## src/sv/um32_pkg.sv

```systemverilog
// ----------------------------------------------------------------------------
// UM-32 package
// Shared word width, opcode encoding and run status codes.
// ----------------------------------------------------------------------------
`default_nettype none

package um32_pkg;

  localparam int unsigned WORD_W = 32;

  // Instruction opcodes, bits 31..28 of the instruction word.
  typedef enum logic [3:0] {
    OP_CMOV  = 4'd0,
    OP_SLOAD = 4'd1,
    OP_SSTOR = 4'd2,
    OP_ADD   = 4'd3,
    OP_MUL   = 4'd4,
    OP_DIV   = 4'd5,
    OP_NAND  = 4'd6,
    OP_HALT  = 4'd7,
    OP_MAP   = 4'd8,
    OP_UNMAP = 4'd9,
    OP_OUT   = 4'd10,
    OP_IN    = 4'd11,
    OP_LDPRG = 4'd12,
    OP_LDVAL = 4'd13
  } opcode_t;

  // Run status codes.
  localparam logic [1:0] ST_RUN   = 2'd0;
  localparam logic [1:0] ST_HALT  = 2'd1;
  localparam logic [1:0] ST_FAULT = 2'd2;

endpackage

`default_nettype wire

```

## src/sv/um32_div.sv

```systemverilog
// ----------------------------------------------------------------------------
// UM-32 divider
// Restoring unsigned divider, one quotient bit per cycle.
// ----------------------------------------------------------------------------
`default_nettype none

module um32_div (
  input  wire logic                        clk,
  input  wire logic                        rst_n,
  input  wire logic                        start,
  input  wire logic [um32_pkg::WORD_W-1:0] dividend,
  input  wire logic [um32_pkg::WORD_W-1:0] divisor,
  output logic                             done,
  output logic [um32_pkg::WORD_W-1:0]      quotient
);
  import um32_pkg::*;

  localparam int unsigned CW = $clog2(WORD_W + 1);

  logic [WORD_W-1:0] rem_r;
  logic [WORD_W-1:0] quo_r;
  logic [WORD_W-1:0] dsr_r;
  logic [CW-1:0]     cnt_r;
  logic              done_r;
  logic [WORD_W:0]   trial;

  // Trial subtraction of the divisor from the shifted remainder.
  assign trial = {rem_r, quo_r[WORD_W-1]} - {1'b0, dsr_r};

  // Iteration counter and datapath.
  always_ff @(posedge clk) begin
    if (!rst_n) begin
      cnt_r  <= '0;
      done_r <= 1'b0;
    end else begin
      done_r <= 1'b0;
      if (start) begin
        cnt_r <= CW'(WORD_W);
        rem_r <= '0;
        quo_r <= dividend;
        dsr_r <= divisor;
      end else if (cnt_r != '0) begin
        if (trial[WORD_W]) begin
          rem_r <= {rem_r[WORD_W-2:0], quo_r[WORD_W-1]};
        end else begin
          rem_r <= trial[WORD_W-1:0];
        end
        quo_r <= {quo_r[WORD_W-2:0], ~trial[WORD_W]};
        cnt_r <= cnt_r - CW'(1);
        if (cnt_r == CW'(1)) begin
          done_r <= 1'b1;
        end
      end
    end
  end

  assign done     = done_r;
  assign quotient = quo_r;

`ifndef SYNTHESIS
  // A finished division is only reported once the counter has run out.
  a_done_cnt: assert property (@(posedge clk) disable iff (!rst_n)
    done |-> cnt_r == '0) else $error("divider done while still counting");
  // A start always reloads the full count.
  a_start_cnt: assert property (@(posedge clk) disable iff (!rst_n)
    start |=> cnt_r == CW'(WORD_W)) else $error("divider count not loaded");
  // Done is a single-cycle pulse.
  a_done_pulse: assert property (@(posedge clk) disable iff (!rst_n)
    done |=> !done) else $error("divider done held");
`endif

endmodule

`default_nettype wire

```

## config.mk

```make
export PLATFORM = sky130hd
export DESIGN_NAME = um32_div
export DESIGN_NICKNAME = d
export VERILOG_FILES = /design/src/sv/um32_pkg.sv /design/src/sv/um32_div.sv
export SDC_FILE = /design/constraint.sdc
export NUM_CORES = 1
export LEC_CHECK = 0
export BUFFER_PORTS_ARGS = -buffer_cell sky130_fd_sc_hd__buf_2
export CAP_MARGIN = 40
export CORE_MARGIN = 2
export CORE_UTILIZATION = 39
export CTS_CLUSTER_SIZE = 8
export DETAILED_ROUTE_END_ITERATION = 6
export PLACE_DENSITY = 0.67
export SETUP_SLACK_MARGIN = 0.15
export SYNTH_ARGS = -nofsm -noshare
export SYNTH_HDL_FRONTEND = slang
export SYNTH_SLANG_ARGS = --single-unit
```

## constraint.sdc

```tcl
create_clock -name clk -period 9 [get_ports clk]
set_input_delay 0.45 -clock clk [delete_from_list [all_inputs] [get_ports clk]]
set_output_delay 0.45 -clock clk [all_outputs]
set_load 0.03 [all_outputs]
```

======== Word level (Yosys, flattened, before mapping) ========
Cells that the tools add are included.
W data, S select, Z words.
cells by class
  $add $sub $neg .......................... 2
  equal/unequal tests ..................... 1
  multiplexer cells ....................... 7
  bitwise logic cells ..................... 3
  reduce and logical (&&, ||, !) cells .... 6
operator list
  kind                   number
  $mux W32               4
  $sub A33 B32 Y33       1
  $mux W6                2
  $eq A6 B1 Y1 const B   1
  $reduce_bool A6 Y1     1
  $sub A6 B1 Y6 const B  1
  $reduce_and A2 Y1      2
  $not A1 Y1             3
  $reduce_or A3 Y1       1
  $reduce_bool A2 Y1     1
  $reduce_or A2 Y1       1
  $mux W1                1
word-level totals
  bits in registers ....................... 103
  output and inout bits ................... 33

======== Longest topological paths before layout ========
  depth after elaboration ................. 4
  gate-level depth with buffers ........... 13

======== Least setup slack after synthesis ========
Ideal clock, no wire load.
  path type ............................... register -> register
  from .................................... register quo_r[31] (netlist: quotient[31])
  to ...................................... register rem_r[10] (data pin)
  library setup time ...................... 0.266 ns
  arrival ................................. 2.841 ns
  path slack .............................. 5.894 ns
  cell stages (with the launch flop) ...... 14
  period minus slack after synthesis ...... 3.106 ns
  path through ............................ edfxtp_1 inv_1 ha_1 fa_1 nor2b_1 o2111ai_1 a21oi_1 o211a_1 o21ba_2 a31oi_4 xnor2_4 buf_4 mux2i_1 nor2_1
on the way
  longest elaborated chain between the ends .. 3
ends and longest elaborated chain
  element                 line            RTL
  from (decl)             um32_div.sv:21  logic [WORD_W-1:0] quo_r;
  from (signal assigned)  um32_div.sv:40  quo_r <= dividend;
  from (signal assigned)  um32_div.sv:48  quo_r <= {quo_r[WORD_W-2:0], ~trial[WORD_W]};
  $sub A33 B32 Y33        um32_div.sv:28  assign trial = {rem_r, quo_r[WORD_W-1]} - {1'b0, dsr_r};
  $mux W32                um32_div.sv:43  if (trial[WORD_W]) begin
  $mux W32                um32_div.sv:42  end else if (cnt_r != '0) begin
  to (signal assigned)    um32_div.sv:44  rem_r <= {rem_r[WORD_W-2:0], quo_r[WORD_W-1]};
  to (signal assigned)    um32_div.sv:46  rem_r <= trial[WORD_W-1:0];
  to (decl)               um32_div.sv:20  logic [WORD_W-1:0] rem_r;
No other way between the ends. The select of a mux whose other input is x is not followed.
A chain may end at the register's enable or synchronous reset.

======== Final worst setup path ========
  from .................................... register quo_r[31] (netlist: quotient[31])
  to ...................................... register rem_r[31] (data pin)
The elaborated chain is that of the path after synthesis.

==> impl_metrics.xml <==
<?xml version="1.0" encoding="UTF-8"?>
<metrics>
  <group name="status">
    <metric name="outcome" unit="">completed</metric>
  </group>
  <group name="worst_setup_path">
    <metric name="critPathArrivalTime" unit="ns">4.12</metric>
    <metric name="critical_path_start_end_classification" unit="">register to register</metric>
    <metric name="worst_setup_path_end_kind" unit="">register</metric>
    <metric name="cp_max_fo" unit="">26</metric>
    <metric name="setup.worst_path.start_class" unit="">register</metric>
    <metric name="critical_path_required" unit="ns">9.16</metric>
  </group>
  <group name="sta">
    <metric name="timing.clock.skew" unit="ns">0.00982</metric>
    <metric name="fin_crit" unit="ns">3.97</metric>
    <metric name="timing.final.max_slew_violations" unit="">0</metric>
    <metric name="setup_viol_count_final" unit="">0</metric>
    <metric name="max-slew-margin-rel" unit="%">49.2</metric>
    <metric name="timing_hold_violations_final" unit="">0</metric>
    <metric name="unrepaired_setup_endpoints_after_global_routing" unit="">no</metric>
    <metric name="worst_slew_pin_slew" unit="ns">0.762</metric>
    <metric name="max_clock_freq" unit="GHz">0.252</metric>
    <metric name="setup_tns" unit="ns">0</metric>
    <metric name="finalCritPeriodShare" unit="%">44.1</metric>
  </group>
  <group name="min_path">
    <metric name="worstHoldPathType" unit="">input port to register</metric>
  </group>
  <group name="synth">
    <metric name="synth.top_cells.by_count" unit="">96 x sky130_fd_sc_hd__edfxtp_1, 42 x sky130_fd_sc_hd__nor2_1, 41 x sky130_fd_sc_hd__inv_1, 37 x sky130_fd_sc_hd__a21oi_1, 34 x sky130_fd_sc_hd__ha_1</metric>
    <metric name="yosysWarningCount" unit="">0</metric>
    <metric name="post_synth.cell_area_avg" unit="µm²">11.7</metric>
    <metric name="yosys_register_bits" unit="">103</metric>
    <metric name="synth_ff_type" unit="">sky130_fd_sc_hd__edfxtp_1</metric>
    <metric name="ys_seq_area_share" unit="%">53.0</metric>
    <metric name="yosys-top-cells-area" unit="">sky130_fd_sc_hd__edfxtp_1 51%, sky130_fd_sc_hd__ha_1 7.5%, sky130_fd_sc_hd__mux2_2 6.1%, sky130_fd_sc_hd__a21oi_1 3.2%, sky130_fd_sc_hd__mux2i_1 3.2%</metric>
    <metric name="net_count_of_the_mapped_netlist" unit="">589</metric>
    <metric name="synth_cell_type_count" unit="">53</metric>
    <metric name="yosys.area.top_type_share" unit="%">50.5</metric>
    <metric name="async_reset_ff_share" unit="%">0</metric>
    <metric name="mappedNetlistArea" unit="µm²">5710</metric>
    <metric name="yosysTopAreaCell" unit="">sky130_fd_sc_hd__edfxtp_1</metric>
    <metric name="synthesis.instances" unit="">487</metric>
    <metric name="count_leader_synth" unit="">sky130_fd_sc_hd__edfxtp_1</metric>
    <metric name="synth_enable_flop_cells" unit="">96</metric>
  </group>
  <group name="clock_network">
    <metric name="post_cts.repair.setup_buffers" unit="">0</metric>
    <metric name="postCtsResizedCells" unit="">0</metric>
    <metric name="tritoncts_num_sinks" unit="">103</metric>
    <metric name="cts-root-to-sink-buffers" unit="">2</metric>
    <metric name="worst_skew_pair.late_latency" unit="ns">0.35</metric>
    <metric name="cts-root-buf" unit="">sky130_fd_sc_hd__clkbuf_16</metric>
    <metric name="clkSlewWorstSetupHoldPaths" unit="ns">0.07</metric>
    <metric name="number_of_cts_inserted_buffers" unit="">9</metric>
    <metric name="cts.htree.levels" unit="">3</metric>
    <metric name="cts_tree" unit="">done</metric>
    <metric name="hold_buffers" unit="">0</metric>
  </group>
  <group name="power_and_ir_drop">
    <metric name="power.density_cell_area" unit="nW/µm²">335</metric>
    <metric name="leakage" unit="nW">2.87</metric>
    <metric name="internal-power" unit="mW">1.35</metric>
    <metric name="ir_worst_vdd" unit="V">0.000146</metric>
    <metric name="seq_power_share" unit="%">34.6</metric>
    <metric name="clkPwrFrac" unit="%">16.5</metric>
    <metric name="power_switching" unit="µW">891</metric>
    <metric name="power.share.combinational" unit="%">48.9</metric>
    <metric name="p_sw_share" unit="%">39.7</metric>
  </group>
  <group name="route">
    <metric name="remaining_drc_errors" unit="">0</metric>
    <metric name="first_pass_iters" unit="">7</metric>
    <metric name="via_per_inst" unit="">5.10</metric>
    <metric name="wl_per_cell" unit="µm">14.1</metric>
    <metric name="routed_wl" unit="µm">11000</metric>
    <metric name="vias" unit="">3976</metric>
    <metric name="dr.first_iter.drc_count" unit="">213</metric>
    <metric name="ant_nets" unit="">0</metric>
  </group>
  <group name="floorplanning">
    <metric name="dieArea" unit="µm²">15600</metric>
    <metric name="fp-row-count" unit="">44</metric>
    <metric name="start_util" unit="%">39.6</metric>
    <metric name="floorplan.core_area" unit="µm²">14400</metric>
    <metric name="die_boundary_height" unit="µm">125</metric>
    <metric name="ioPinCount" unit="">100</metric>
    <metric name="fp.dieW" unit="µm">125</metric>
  </group>
  <group name="place">
    <metric name="place.detailed.hpwl" unit="µm">7660</metric>
    <metric name="port_buffers" unit="">99</metric>
    <metric name="routability_cong" unit="">0.851</metric>
    <metric name="placed_cells" unit="">763</metric>
  </group>
  <group name="finish">
    <metric name="instances_no_fill" unit="">779</metric>
    <metric name="area.growth.synth_to_final" unit="%">17.3</metric>
    <metric name="finalNetCount" unit="">692</metric>
    <metric name="antenna-diode-count" unit="">0</metric>
    <metric name="post_route_cells_drive_above_1_share" unit="%">25.9</metric>
    <metric name="fillers" unit="">1363</metric>
  </group>
  <group name="flow_run">
    <metric name="reported_max_cap_violation_count" unit="">0</metric>
  </group>
  <group name="grt">
    <metric name="grt_first_pass_wirelength" unit="µm">18400</metric>
    <metric name="maximum_number_of_pins_on_one_net_before_global_route_repair" unit="">67</metric>
    <metric name="vias_in_the_first_global_route" unit="">4120</metric>
    <metric name="global_route.usage.total" unit="%">14.3</metric>
    <metric name="gr-total-overflow" unit="">0</metric>
    <metric name="antenna_found_initial" unit="">0</metric>
  </group>
</metrics>
==> area by class of cell <==
type                            count  area [µm²]  area share [%]
Inverter                           42         158            2.36
Tap cell                          184         230            3.44
Clock inverter                      7        55.1           0.823
Sequential cell                   103        3020            45.2
Timing Repair Buffer              103         526            7.85
Clock buffer                        9         225            3.37
Multi-Input combinational cell    331        2480            37.0
==> stage by stage <==
| step | utilization [%] | total power, mW | hold WS, ns | setup slack, ns | instance area [µm²] |
|---|---|---|---|---|---|
| finish | 46.4 | 2.24 | 0.270 | 5.03 | 6690 |
| detailed placement | 44.5 | 1.88 | 0.519 | 5.04 | 6410 |
| floorplan | - | 1.66 | 0.484 | 5.89 | 5710 |
| global placement | 44.5 | 1.85 | 0.496 | 5.16 | 6410 |
| CTS | 46.4 | 2.26 | 0.252 | 5.00 | 6690 |
| global route | 46.4 | 2.41 | 0.257 | 4.80 | 6690 |
==> state kept, by name (all words and copies together), names as in the netlist <==
name      cells
dsr_r        32
quotient     32
rem_r        32
cnt_r         6
done          1
==> cells in the final DEF (no fill, tap or decap), types with 2 or more instances in the layout <==
cell	count
sky130_fd_sc_hd__nand2_1	31
sky130_fd_sc_hd__mux2_2	31
sky130_fd_sc_hd__inv_6	2
sky130_fd_sc_hd__ha_1	34
sky130_fd_sc_hd__buf_4	4
sky130_fd_sc_hd__buf_2	99
sky130_fd_sc_hd__clkbuf_16	9
sky130_fd_sc_hd__and3_1	3
sky130_fd_sc_hd__nor3_1	3
sky130_fd_sc_hd__a21boi_0	2
sky130_fd_sc_hd__a211oi_1	8
sky130_fd_sc_hd__o21ai_0	11
sky130_fd_sc_hd__o22ai_1	5
sky130_fd_sc_hd__mux2i_1	18
sky130_fd_sc_hd__and2_1	2
sky130_fd_sc_hd__inv_1	41
sky130_fd_sc_hd__dfxtp_1	7
sky130_fd_sc_hd__o211ai_1	3
sky130_fd_sc_hd__o211a_1	2
sky130_fd_sc_hd__a21oi_1	37
sky130_fd_sc_hd__clkinv_1	2
sky130_fd_sc_hd__o21ai_1	2
sky130_fd_sc_hd__nand3b_1	2
sky130_fd_sc_hd__or3_1	3
sky130_fd_sc_hd__edfxtp_1	96
sky130_fd_sc_hd__clkinv_4	2
sky130_fd_sc_hd__nand4_1	3
sky130_fd_sc_hd__xor2_1	19
sky130_fd_sc_hd__o31ai_1	3
sky130_fd_sc_hd__nand2b_1	6
sky130_fd_sc_hd__nor3b_1	2
sky130_fd_sc_hd__o21bai_1	7
sky130_fd_sc_hd__a21o_1	9
sky130_fd_sc_hd__xnor2_1	12
sky130_fd_sc_hd__nor2_1	42
sky130_fd_sc_hd__a221o_1	2
sky130_fd_sc_hd__o21a_1	3
sky130_fd_sc_hd__nand3_1	5
sky130_fd_sc_hd__a31oi_1	4
==> path summary, 6_finish.rpt <==
check                from   endpoint  cells past startpoint  slack, ns
max          quotient[31]  rem_r[31]                     13       5.03
min            divisor[5]   dsr_r[5]                      1       0.27
max reg2reg  quotient[31]  rem_r[31]                     13       5.03
min reg2reg      cnt_r[1]   cnt_r[1]                      2       0.52
==> per-layer routing <==
| metal | GRT usage [%] | wire (µm) | share of wire, % |
|---|---|---|---|
| met4 | 6.99 | 175 | 1.6 |
| met1 | 17.7 | 5200 | 47 |
| met5 | 0 | 0 | 0 |
| met3 | 3.81 | 548 | 5.0 |
| met2 | 23.3 | 5100 | 46 |
==> worst max-delay path, stage by stage, from the launching register on <==
cell and delay [ns]:
sky130_fd_sc_hd__edfxtp_1 0.37, sky130_fd_sc_hd__inv_1 0.06, sky130_fd_sc_hd__ha_1 0.21, sky130_fd_sc_hd__fa_1 0.41
sky130_fd_sc_hd__nor2b_1 0.17, sky130_fd_sc_hd__o2111ai_1 0.14, sky130_fd_sc_hd__a21oi_1 0.20, sky130_fd_sc_hd__o211a_1 0.24
sky130_fd_sc_hd__o21ba_2 0.22, sky130_fd_sc_hd__a31oi_4 0.12, sky130_fd_sc_hd__xnor2_4 0.58, sky130_fd_sc_hd__buf_4 0.45
sky130_fd_sc_hd__or4b_1 0.48, sky130_fd_sc_hd__o311ai_1 0.11
==> power by group through the flow <==
stage	combinational (mW)	clock [mW]	sequential (mW)
3_5_place_dp	1.09	0	0.784
4_1_cts	1.10	0.384	0.778
2_1_floorplan	0.824	0	0.837
5_1_grt	1.22	0.403	0.793
3_3_place_gp	1.06	0	0.783
6_report	1.10	0.371	0.777
==> cells by family (layout without fill, tap and decap cells) <==
| logic type | after synthesis | count (layout) | share of synthesized area, % |
|---|---|---|---|
| xor gates and xnor gates | 32 | 32 | 5.24 |
| buffers and inverters | 53 | 161 | 3.66 |
| and+or+nand+nor | 108 | 108 | 8.70 |
| adders and majority gates | 35 | 35 | 7.81 |
| DFF | 103 | 103 | 53.0 |
| muxes | 50 | 50 | 9.47 |
| AOI/OAI and AO/OA | 106 | 106 | 12.1 |
No activity file was read; power rests on OpenSTA's default activity.
